==> src/sv/crc8h_pkg.sv <==
// ----------------------------------------------------------------------------
// CRC-8 hex frame checker package
// Shared types, constants and CRC/hex helper functions.
// ----------------------------------------------------------------------------
package crc8h_pkg;

    localparam logic [7:0] CRC_POLY   = 8'h07;
    localparam logic [7:0] CRC_INIT   = 8'h00;
    localparam logic [7:0] CHAR_ZERO  = 8'h30;
    localparam logic [7:0] CHAR_A     = 8'h41;
    localparam logic [3:0] NIB_TEN    = 4'd10;

    localparam logic OP_CHECK    = 1'b0;
    localparam logic OP_GENERATE = 1'b1;

    localparam int OUT_TDATA_W = 32;

    typedef struct packed {
        logic       op;
        logic [7:0] data;
        logic       last;
    } in_item_t;

    typedef struct packed {
        logic       too_short;
        logic [7:0] low_char;
        logic [7:0] high_char;
        logic [7:0] crc_value;
        logic       crc_ok;
    } result_t;

    // Bitwise CRC-8 update, MSB first, no reflection.
    function automatic logic [7:0] crc8_fold(input logic [7:0] crc, input logic [7:0] b);
        logic [7:0] v;
        v = crc ^ b;
        for (int k = 0; k < 8; k++) begin
            if (v[7])
                v = {v[6:0], 1'b0} ^ CRC_POLY;
            else
                v = {v[6:0], 1'b0};
        end
        return v;
    endfunction

    function automatic logic [7:0] hex_char(input logic [3:0] nib);
        logic [7:0] c;
        if (nib < NIB_TEN)
            c = CHAR_ZERO + {4'h0, nib};
        else
            c = CHAR_A + {4'h0, nib - NIB_TEN};
        return c;
    endfunction

endpackage

==> src/sv/crc8h_engine.sv <==
// ----------------------------------------------------------------------------
// CRC-8 hex frame engine
// Holds the two-byte trailer delay and the running CRC, and forms the result.
// ----------------------------------------------------------------------------
module crc8h_engine
(
    input  logic                clk,
    input  logic                rst_n,
    input  logic                advance,
    input  crc8h_pkg::in_item_t item,
    output crc8h_pkg::result_t  result
);
    import crc8h_pkg::*;

    logic [7:0] acc_reg, acc_next;
    logic [7:0] h0_reg, h0_next;
    logic [7:0] h1_reg, h1_next;
    logic [1:0] cnt_reg, cnt_next;

    logic [7:0] upd_acc, upd_h0, upd_h1;
    logic [1:0] upd_cnt;
    logic [7:0] hc, lc;
    logic       short_msg;

    // State after taking the current byte, before the end-of-message clear.
    always_comb
    begin
        upd_acc = acc_reg;
        upd_h0  = h0_reg;
        upd_h1  = h1_reg;
        upd_cnt = cnt_reg;
        if (cnt_reg[1])
        begin
            // The older held byte leaves the delay and is payload.
            upd_acc = crc8_fold(acc_reg, h0_reg);
            upd_h0  = h1_reg;
            upd_h1  = item.data;
            upd_cnt = 2'd2;
        end
        else
        begin
            if (cnt_reg[0])
                upd_h1 = item.data;
            else
                upd_h0 = item.data;
            upd_cnt = cnt_reg + 2'd1;
        end
    end

    always_comb
    begin
        acc_next = acc_reg;
        h0_next  = h0_reg;
        h1_next  = h1_reg;
        cnt_next = cnt_reg;
        if (advance)
        begin
            h0_next = upd_h0;
            h1_next = upd_h1;
            if (item.last)
            begin
                acc_next = CRC_INIT;
                cnt_next = 2'd0;
            end
            else
            begin
                acc_next = upd_acc;
                cnt_next = upd_cnt;
            end
        end
    end

    always_comb
    begin
        hc        = hex_char(upd_acc[7:4]);
        lc        = hex_char(upd_acc[3:0]);
        short_msg = ~upd_cnt[1];
        result.crc_value = upd_acc;
        result.high_char = hc;
        result.low_char  = lc;
        result.too_short = short_msg;
        if (short_msg)
            result.crc_ok = 1'b0;
        else if (item.op == OP_GENERATE)
            result.crc_ok = 1'b1;
        else
            result.crc_ok = (upd_h0 == hc) && (upd_h1 == lc);
    end

    always_ff @(posedge clk or negedge rst_n)
    begin
        if (!rst_n)
        begin
            acc_reg <= CRC_INIT;
            cnt_reg <= 2'd0;
        end
        else
        begin
            acc_reg <= acc_next;
            cnt_reg <= cnt_next;
        end
    end

    always_ff @(posedge clk)
    begin
        h0_reg <= h0_next;
        h1_reg <= h1_next;
    end

endmodule

==> config.mk <==
export PLATFORM = sky130hd
export DESIGN_NAME = crc8h_engine
export DESIGN_NICKNAME = d
export VERILOG_FILES = /design/src/sv/crc8h_pkg.sv /design/src/sv/crc8h_engine.sv
export SDC_FILE = /design/constraint.sdc
export NUM_CORES = 1
export LEC_CHECK = 0
export BUFFER_PORTS_ARGS = -buffer_cell sky130_fd_sc_hd__buf_2
export CAP_MARGIN = 30
export CORE_ASPECT_RATIO = 0.5
export CORE_UTILIZATION = 55
export CTS_BUF_LIST = sky130_fd_sc_hd__clkbuf_4
export DETAILED_ROUTE_END_ITERATION = 8
export PLACE_DENSITY = 0.79
export SLEW_MARGIN = 10
export SYNTH_ARGS = -nofsm -noshare
export SYNTH_HDL_FRONTEND = slang
export SYNTH_SLANG_ARGS = --single-unit
==> constraint.sdc <==
create_clock -name clk -period 4.3 [get_ports clk]
set_clock_uncertainty 0.05 [all_clocks]
set_input_delay 0.43 -clock clk [delete_from_list [all_inputs] [get_ports clk]]
set_output_delay 0.43 -clock clk [all_outputs]
set_load 0.02 [all_outputs]
==> results of run 1 <==
report_power, final:
part	switching [mW]	internal, mW
clock	0.0795	0.0943
sequential	0.0769	0.331
combinational	0.952	0.708
total	1.11	1.13
per-layer routing:
metal / up-vias / routed length [µm]
met5: - / 0
met4: 0 / 85
met3: 10 / 470
met2: 76 / 2510
met1: 893 / 2540
li1: 883 / -
worst max-delay path, stage by stage, from the launching register on:
cell       delay, ps
edfxtp_1         520
xnor3_2          460
xnor2_2          180
nor2_2            80
xnor2_2          270
inv_2            110
ha_1             260
xnor2_2          180
nor2_2            80
a2111oi_2        350
nand4_1          130
or4_1            540
o21ai_1          140
buf_4            150
through the flow:
stage	area (µm²)	TNS (ps)	power [mW]	cells
floorplan	2150	0	1.51	228
finish	2580	0	2.24	322
detailed placement	2360	0	1.87	307
global placement	2360	0	1.84	307
CTS	2450	0	2.08	314
global route	2580	-133	2.38	322
repair_timing:
item	4_1_cts	5_1_grt
setup endpoints to repair	1	1
endpoints found under the hold margin	10	0
setup buffers	2	8
hold buffers	1	0
gates resized for setup	3	13
pin swaps	1	9
kinds of logic (layout without fill, tap and decap cells):
kind of cell	after synthesis	after routing	share of synthesized area
simple gates	58	58	0.129
compound gates	52	52	0.155
buf+inv	35	78	0.0740
xor+xnor	31	31	0.176
flops	26	26	0.340
mux	20	20	0.100
fa+ha+maj	4	4	0.0233
other cells	1	2	0.00175
how the worst min path moves through the flow:
stage | slack (ps) | to | cells past startpoint | startpoint
finish | 220 | cnt_reg[1] | 2 | item[0]
global route | 220 | cnt_reg[1] | 2 | item[0]
CTS | 210 | cnt_reg[1] | 2 | item[0]
detailed placement | 260 | acc_reg[7] | 1 | rst_n
global placement | 260 | acc_reg[6] | 1 | rst_n
floorplan | 80 | acc_reg[0] | 0 | rst_n
synth_stat cells (2+ instances only):
library cell / n / area [µm²]
dfrtp_1: 10 / 250
buf_4: 4 / 30.0
o31ai_1: 3 / 22.5
mux2i_1: 11 / 110
o21a_1: 3 / 22.5
nand2_1: 18 / 67.6
nor2_1: 17 / 63.8
nand2b_1: 6 / 37.5
nand3_1: 3 / 15.0
o21ai_1: 2 / 10.0
o21ai_0: 14 / 70.1
xnor2_2: 2 / 32.5
o22ai_1: 7 / 43.8
clkbuf_1: 5 / 18.8
xnor3_1: 5 / 113
a211oi_1: 2 / 15.0
mux2_2: 8 / 90.1
or3_1: 2 / 12.5
inv_1: 21 / 78.8
a31oi_1: 4 / 25.0
a21oi_1: 8 / 40.0
buf_1: 3 / 11.3
edfxtp_1: 16 / 480
xnor2_1: 19 / 166
nor3_1: 3 / 15.0
xor2_1: 3 / 26.3
ha_1: 4 / 50.1
cell type report:
class / instances / area [µm²]
well taps: 51 / 63.8
flip-flops and latches: 26 / 731
clock inverters: 1 / 30.0
inverters: 22 / 83.8
clock buffers: 3 / 22.5
fillers: 296 / 1000
repair buffers: 52 / 305
multi-input cells: 167 / 1340
==> results.json, run 1 <==
{
  "synth_cell_types": 51,
  "r2r-end": "acc_reg[3]",
  "r2r_start": "h0_reg[2]",
  "status": "completed",
  "drt_wl_total_mm": 5.61,
  "clk_latency_ps": 330,
  "diodes": 0,
  "grt_pass1_wl_mm": 7.82,
  "die_height_um": 46.2,
  "grt.busiest_layer": "met1",
  "syn_area_mm2": 0.00215,
  "drt-initial-drc-count": 133,
  "die_width_um": 90.4,
  "worstRegToRegCells": 5,
  "first_pass_iters": 4,
  "drc_errors": 0,
  "ctsHtreeMaxLevel": 1,
  "period_minus_slack_ps": 4250,
  "powerDensity_mw_per_mm2": 869,
  "met2_usage": 0.383,
  "max-slew-margin-rel": 0.586,
  "crit_arrival_ps": 3770,
  "ys_async_sr_fraction": 0.385,
  "leakage_nw": 1.13,
  "synth_enable_flop_cells": 16,
  "hpwl_mm": 4.01,
  "grt_use_met1": 0.384,
  "ant_nets": 0,
  "std_cell_rows": 15,
  "clk_pin_slew_worst_paths_ps": 150,
  "layout_worst_path_cycle_share": 0.988,
  "fmax_mhz": 235,
  "min_path_type": "primary input to flip-flop",
  "ys_seq_area_frac": 0.340,
  "final_util": 0.720,
  "dr_total_vias": 1862,
  "hold_violations": 0,
  "avgSynthCellArea_um2": 9.46,
  "viasPerCell": 5.78,
  "dieArea_mm2": 0.00418,
  "crit_type": "flip-flop to primary output",
  "crit_start": "h0_reg[5]",
  "setup_viol": 0,
  "ios": 39,
  "cap_violations": 0,
  "ctsRootBufferMaster": "clkbuf_4",
  "synth_ff_type": "edfxtp_1",
  "yosys_register_bits": 26,
  "grt_overflow": 0,
  "antenna_found_initial": 0,
  "place_congestion": 0.974,
  "place_ws_ps": 284,
  "grt_max_degree": 30,
  "final_common_cell": "buf_2",
  "core_mm2": 0.00358,
  "use_met3": 0.0545,
  "critical_path.max_fanout": 4,
  "endpoint_kind": "primary output",
  "slew_viol_final": 0,
  "peakVddDrop_v": 0.000267,
  "post_drt_wl_per_cell_um": 17.4,
  "cts_made_buffers": 3,
  "syn_to_final_growth_pct": 20.1,
  "synthCells": 227,
  "crit_path_start_kind": "flip-flop",
  "io_buffer_count": 36,
  "worst_slew_pin_slew_ps": 622,
  "whs_ps": 222,
  "reg2reg_slack_ps": 2070,
  "required_ps": 3820,
  "grt_pass1_vias": 1509,
  "mostFrequentLayoutCells": "buf_2 (35), inv_1 (20), nand2_1 (18)",
  "cts_buffer_depth": 2,
  "final_nets": 289,
  "drive_gt1_frac": 0.325,
  "cts_tree": "yes",
  "cp-endpoint": "result[0]",
  "clock_sinks": 26,
  "setup_slack_ps": 52.5,
  "grt_usage": 0.256,
  "ys_warn_count": 0,
  "initial_core_util": 0.599
}
Power figures use the tool's default switching activity.
==> inputs of run 2 (changes only) <==
Settings changed: PLACE_DENSITY 0.79 to 0.86, SLEW_MARGIN 10 to default.
==> run 2 against run 1 <==
  * Via count grew 1.6%
  * Sequential cell count is the same
  * Critical path type unchanged
  * Core utilization shrank 1.6 points
  * Global-route usage grew 2.8 points
  * Routed wire length grew 3.5%
  * Clock-buffer cell count is the same
  * Register-to-register slack lost 110 ps
  * Non-clock buffer count shrank 5
  * Die area is the same
  * Power grew 0.63%
  * Worst setup slack gained 76 ps
  * Sequential power is essentially flat
==> results.json, run 2 (synthesis gave the netlist of run 1 again) <==
{
  "crit_arrival_ps": 3690,
  "initial_core_util": 0.599,
  "final_nets": 284,
  "clock_sinks": 26,
  "dr_total_vias": 1892,
  "seqPwrFrac": 0.180,
  "dieArea_mm2": 0.00418,
  "grt_overflow": 0,
  "drive_gt1_frac": 0.308,
  "final.setup.tns_ps": 0,
  "max-slew-margin-rel": 0.601,
  "required_ps": 3820,
  "multiInputGateArea_mm2": 0.00132,
  "clkPwrFrac": 0.079,
  "path_delay_family": "XOR/XNOR gates",
  "grt_pass1_wl_mm": 8.73,
  "cap_violations": 0,
  "final_common_cell": "buf_2",
  "reg2reg_slack_ps": 1960,
  "antenna_found_initial": 0,
  "path_cells": "xnor2_2, xnor2_2, buf_4, mux2_4, xor2_2, clkinv_2, and2_4, xnor3_1, a31o_1, or4_1, o21ai_1, buf_4",
  "cts_tree": "yes",
  "dp_cells": 308,
  "min_path_type": "primary input to flip-flop",
  "core_mm2": 0.00358,
  "r2r_start": "h0_reg[3]",
  "endpoint_kind": "primary output",
  "setup_slack_ps": 128,
  "ant_nets": 0,
  "rsz0062_at_grt": "no",
  "drt_wl_total_mm": 5.81,
  "first_pass_iters": 4,
  "hold_depth": 2,
  "cts_made_buffers": 3,
  "io_buffer_count": 36,
  "holdPathEnd": "cnt_reg[1]",
  "crit_type": "flip-flop to primary output",
  "instances_no_fill": 317,
  "fillers": 251,
  "worstRegToRegCells": 6,
  "period_minus_slack_ps": 4170,
  "worst_slew_pin_slew_ps": 598,
  "std_cell_rows": 15,
  "peakVddDrop_v": 0.000349,
  "crit_slowest_cell": "edfxtp_1",
  "regArea_um2": 732,
  "layout_worst_path_cycle_share": 0.970,
  "p_switching_mw": 1.14,
  "status": "completed",
  "powerDensity_mw_per_mm2": 895,
  "ctsRootBufferMaster": "clkbuf_4",
  "ctsHtreeMaxLevel": 1,
  "combinationalPowerShare": 0.741,
  "cp_num_buf_inv": 3,
  "crit_path_start_kind": "flip-flop",
  "place_congestion": 0.910,
  "drc_errors": 0,
  "setup_viol": 0,
  "cpPeakStageDelay_ps": 540,
  "clk_latency_ps": 340,
  "grt_usage": 0.284,
  "mostFrequentLayoutCells": "buf_2 (35), inv_1 (20), nand2_1 (18)",
  "ios": 39,
  "die_width_um": 90.4,
  "drt-initial-drc-count": 194,
  "syn_to_final_growth_pct": 17.4,
  "hp-start": "item[0]",
  "r2r-end": "acc_reg[3]",
  "post_drt_wl_per_cell_um": 18.3,
  "whs_ps": 210,
  "slew_viol_final": 0,
  "cts_buffer_depth": 2,
  "clk_pin_slew_worst_paths_ps": 160,
  "leakage_nw": 1.10,
  "grt_max_degree": 29,
  "place_ws_ps": 190,
  "internal_power_mw": 1.12,
  "hold_violations": 0,
  "diodes": 0,
  "die_height_um": 46.2,
  "critical_path.max_fanout": 6,
  "hpwl_mm": 4.03,
  "grt_pass1_vias": 1663,
  "viasPerCell": 5.97,
  "switching_share": 0.505,
  "fmax_mhz": 240
}
==> run 2: worst max-delay path by stage <==
stage	from	endpoint	slack (ps)	depth (start not counted)
6_report	h0_reg[5]	result[0]	130	12
5_1_grt	h0_reg[5]	result[0]	10	13
4_1_cts	h0_reg[3]	result[0]	4	13
3_5_place_dp	acc_reg[3]	result[0]	190	13
3_3_place_gp	h0_reg[6]	result[0]	330	13
2_1_floorplan	acc_reg[3]	result[0]	160	12
==> run 2: repair_timing <==
item,CTS,global route
gates resized for setup,8,6
setup endpoints to repair,1,1
endpoints found under the hold margin,10,0
gates cloned,0,0
pin swaps,2,6
setup buffers,3,1
hold buffers,1,0
==> run 2: final cells by class <==
type / instances / area share
well taps: 51 / 0.0253
inverters: 22 / 0.0333
repair buffers: 47 / 0.106
flip-flops and latches: 26 / 0.290
multi-input cells: 167 / 0.524
clock inverters: 1 / 0.0119
clock buffers: 3 / 0.00893
==> run 2: stage by stage <==
stage / power [mW] / util / area [µm²]
2_1_floorplan: 1.51 / - / 2150
6_report: 2.26 / 0.703 / 2520
3_3_place_gp: 1.85 / 0.660 / 2370
4_1_cts: 2.13 / 0.693 / 2480
3_5_place_dp: 1.89 / 0.660 / 2370
5_1_grt: 2.37 / 0.703 / 2520
==> run 2: power by group through the flow <==
stage	sequential (mW)	combinational, mW	clock, mW
after CTS	0.402	1.55	0.175
final	0.406	1.67	0.177
after global routing	0.413	1.77	0.184
after global placement	0.405	1.44	0
after detailed placement	0.410	1.48	0
after floorplan	0.383	1.13	0
==> run 2: routing by layer <==
layer / share of wire / up-vias / global-route usage
li1: - / 863 / -
met1: 0.43 / 894 / 0.381
met2: 0.45 / 119 / 0.481
met3: 0.099 / 16 / 0.0693
met4: 0.023 / 0 / 0.0581
met5: 0 / - / 0
==> inputs of run 3 (changes only) <==
Settings changed: ABC_CLOCK_PERIOD_IN_PS from default to 3650, CORE_UTILIZATION 55 to 52, PLACE_DENSITY 0.86 to 0.85.
Clock period 4.3 ns to 3.65 ns, I/O delays scaled along.
==> run 3 against run 2 <==
  * The run now ends with setup timing left
  * Via count increased by 16%
  * Register-to-register slack lost 610 ps
  * Core utilization grew 1.6 points
  * Clock power is 16% lower
==> results.json, run 3 (synthesis gave the netlist of run 1 again) <==
{
  "place_ws_ps": -124,
  "dp_cells": 328,
  "dpl_cell_area_mm2": 0.00256,
  "grt_pass1_vias": 1863,
  "setup_slack_ps": -343,
  "initial_core_util": 0.548,
  "endpoint_kind": "primary output",
  "syn_to_final_growth_pct": 31.5,
  "critical_path.max_fanout": 3,
  "cts_made_buffers": 3,
  "fin_total_pwr_mw": 3.13,
  "mostFrequentLayoutCells": "buf_2 (35), buf_4 (27), inv_1 (19)",
  "place_congestion": 0.957,
  "powerDensity_mw_per_mm2": 1110,
  "clock_sinks": 26,
  "crit_slowest_cell": "edfxtp_1",
  "crit_arrival_ps": 3580,
  "die_height_um": 47.5,
  "path_delay_family": "XOR/XNOR gates",
  "post_drt_wl_per_cell_um": 21.5,
  "final_common_cell": "buf_2",
  "final_area_mm2": 0.00282,
  "first_pass_iters": 7,
  "period_minus_slack_ps": 3990,
  "instances_no_fill": 341,
  "setup_viol": 1,
  "grt_max_degree": 37,
  "cts_tree": "yes",
  "ant_nets": 0,
  "die_width_um": 92.9,
  "drive_gt1_frac": 0.404,
  "crit_top_cell": "xnor2_2",
  "final.setup.tns_ps": -343,
  "dieArea_mm2": 0.00441,
  "layout_worst_path_cycle_share": 1.09,
  "cpPeakStageDelay_ps": 460,
  "peakVddDrop_v": 0.000520,
  "antenna_found_initial": 0,
  "fmax_mhz": 250,
  "diodes": 0,
  "rsz0062_at_grt": "yes",
  "drt_wl_total_mm": 7.33,
  "std_cell_rows": 16,
  "required_ps": 3230,
  "drc_errors": 0,
  "grt_usage": 0.312,
  "dr_total_vias": 2191,
  "status": "finished, violations left",
  "ctsHtreeMaxLevel": 1,
  "violations": "setup timing",
  "crit_type": "flip-flop to primary output",
  "drt-initial-drc-count": 280,
  "leakage_nw": 1.25,
  "hpwl_mm": 4.50,
  "final_util": 0.720,
  "worst_slew_pin_slew_ps": 665,
  "ios": 39,
  "cap_violations": 0,
  "clk_pin_slew_worst_paths_ps": 160,
  "viasPerCell": 6.43,
  "grt_overflow": 0,
  "cts_buffer_depth": 2,
  "whs_ps": 139,
  "cp_num_buf_inv": 3,
  "crit_path_start_kind": "flip-flop",
  "grt_pass1_wl_mm": 9.83,
  "io_buffer_count": 36,
  "hold_violations": 0,
  "max-slew-margin-rel": 0.552,
  "slew_viol_final": 0,
  "final_nets": 305,
  "path_cells": "buf_6, xor3_2, xnor2_2, nand2_2, xnor2_2, inv_2, ha_4, xnor2_2, nor2_2, a2111oi_4, nand4_1, or4_4, o21ai_4, buf_6",
  "clk_latency_ps": 350,
  "ctsRootBufferMaster": "clkbuf_4",
  "core_mm2": 0.00392,
  "min_path_type": "primary input to flip-flop"
}
[run 3: changes by cell type in the layout (fill, tap and decap cells not counted), sizes merged]
cell and change:
bufinv -1, clkbuf +1, buf +21
[run 3: power breakdown]
group	switching, mW	internal, mW
logic	1.41	1.09
clock network	0.0986	0.0505
registers	0.0817	0.390
total	1.59	1.53
[run 3: worst reg2reg max path, cell delays in order, from the launching register on]
cell and delay (ps):
dfrtp_1 470, xnor3_1 440, xnor3_1 440, mux2i_1 310, xnor2_2 190, buf_4 200, o22ai_1 90
[run 3: metal layers]
metal  wire [µm]  track usage
met3         955       0.0921
met5           0            0
met4         452        0.154
met1        2800        0.407
met2        3120        0.497
[run 3: layout make-up]
type / instances / area, µm²
clock buffer: 4 / 30.0
fill: 255 / 1100
inverter: 22 / 83.8
multi-input combinational: 167 / 1450
sequential: 26 / 731
tap: 54 / 67.6
timing repair buffer: 68 / 462
[run 3: path summary, 6_finish.rpt]
check	endpoint	cells past startpoint	slack, ps	from
setup / recovery	result[0]	14	-340	h0_reg[3]
min in group asynchronous	acc_reg[7]	2	350	rst_n
max in group asynchronous	cnt_reg[0]	2	2950	rst_n
hold / removal	cnt_reg[1]	2	140	item[0]
setup reg to reg	acc_reg[2]	6	1350	acc_reg[6]
hold reg to reg	acc_reg[0]	2	550	acc_reg[0]
[run 3: what timing repair did]
action	4_1_cts	5_1_grt
pin swaps	14	11
setup endpoints to repair	1	1
gates cloned	0	0
buffers inserted	4	4
hold buffers	1	0
hold endpoints to repair	10	0
gates resized for setup	12	17
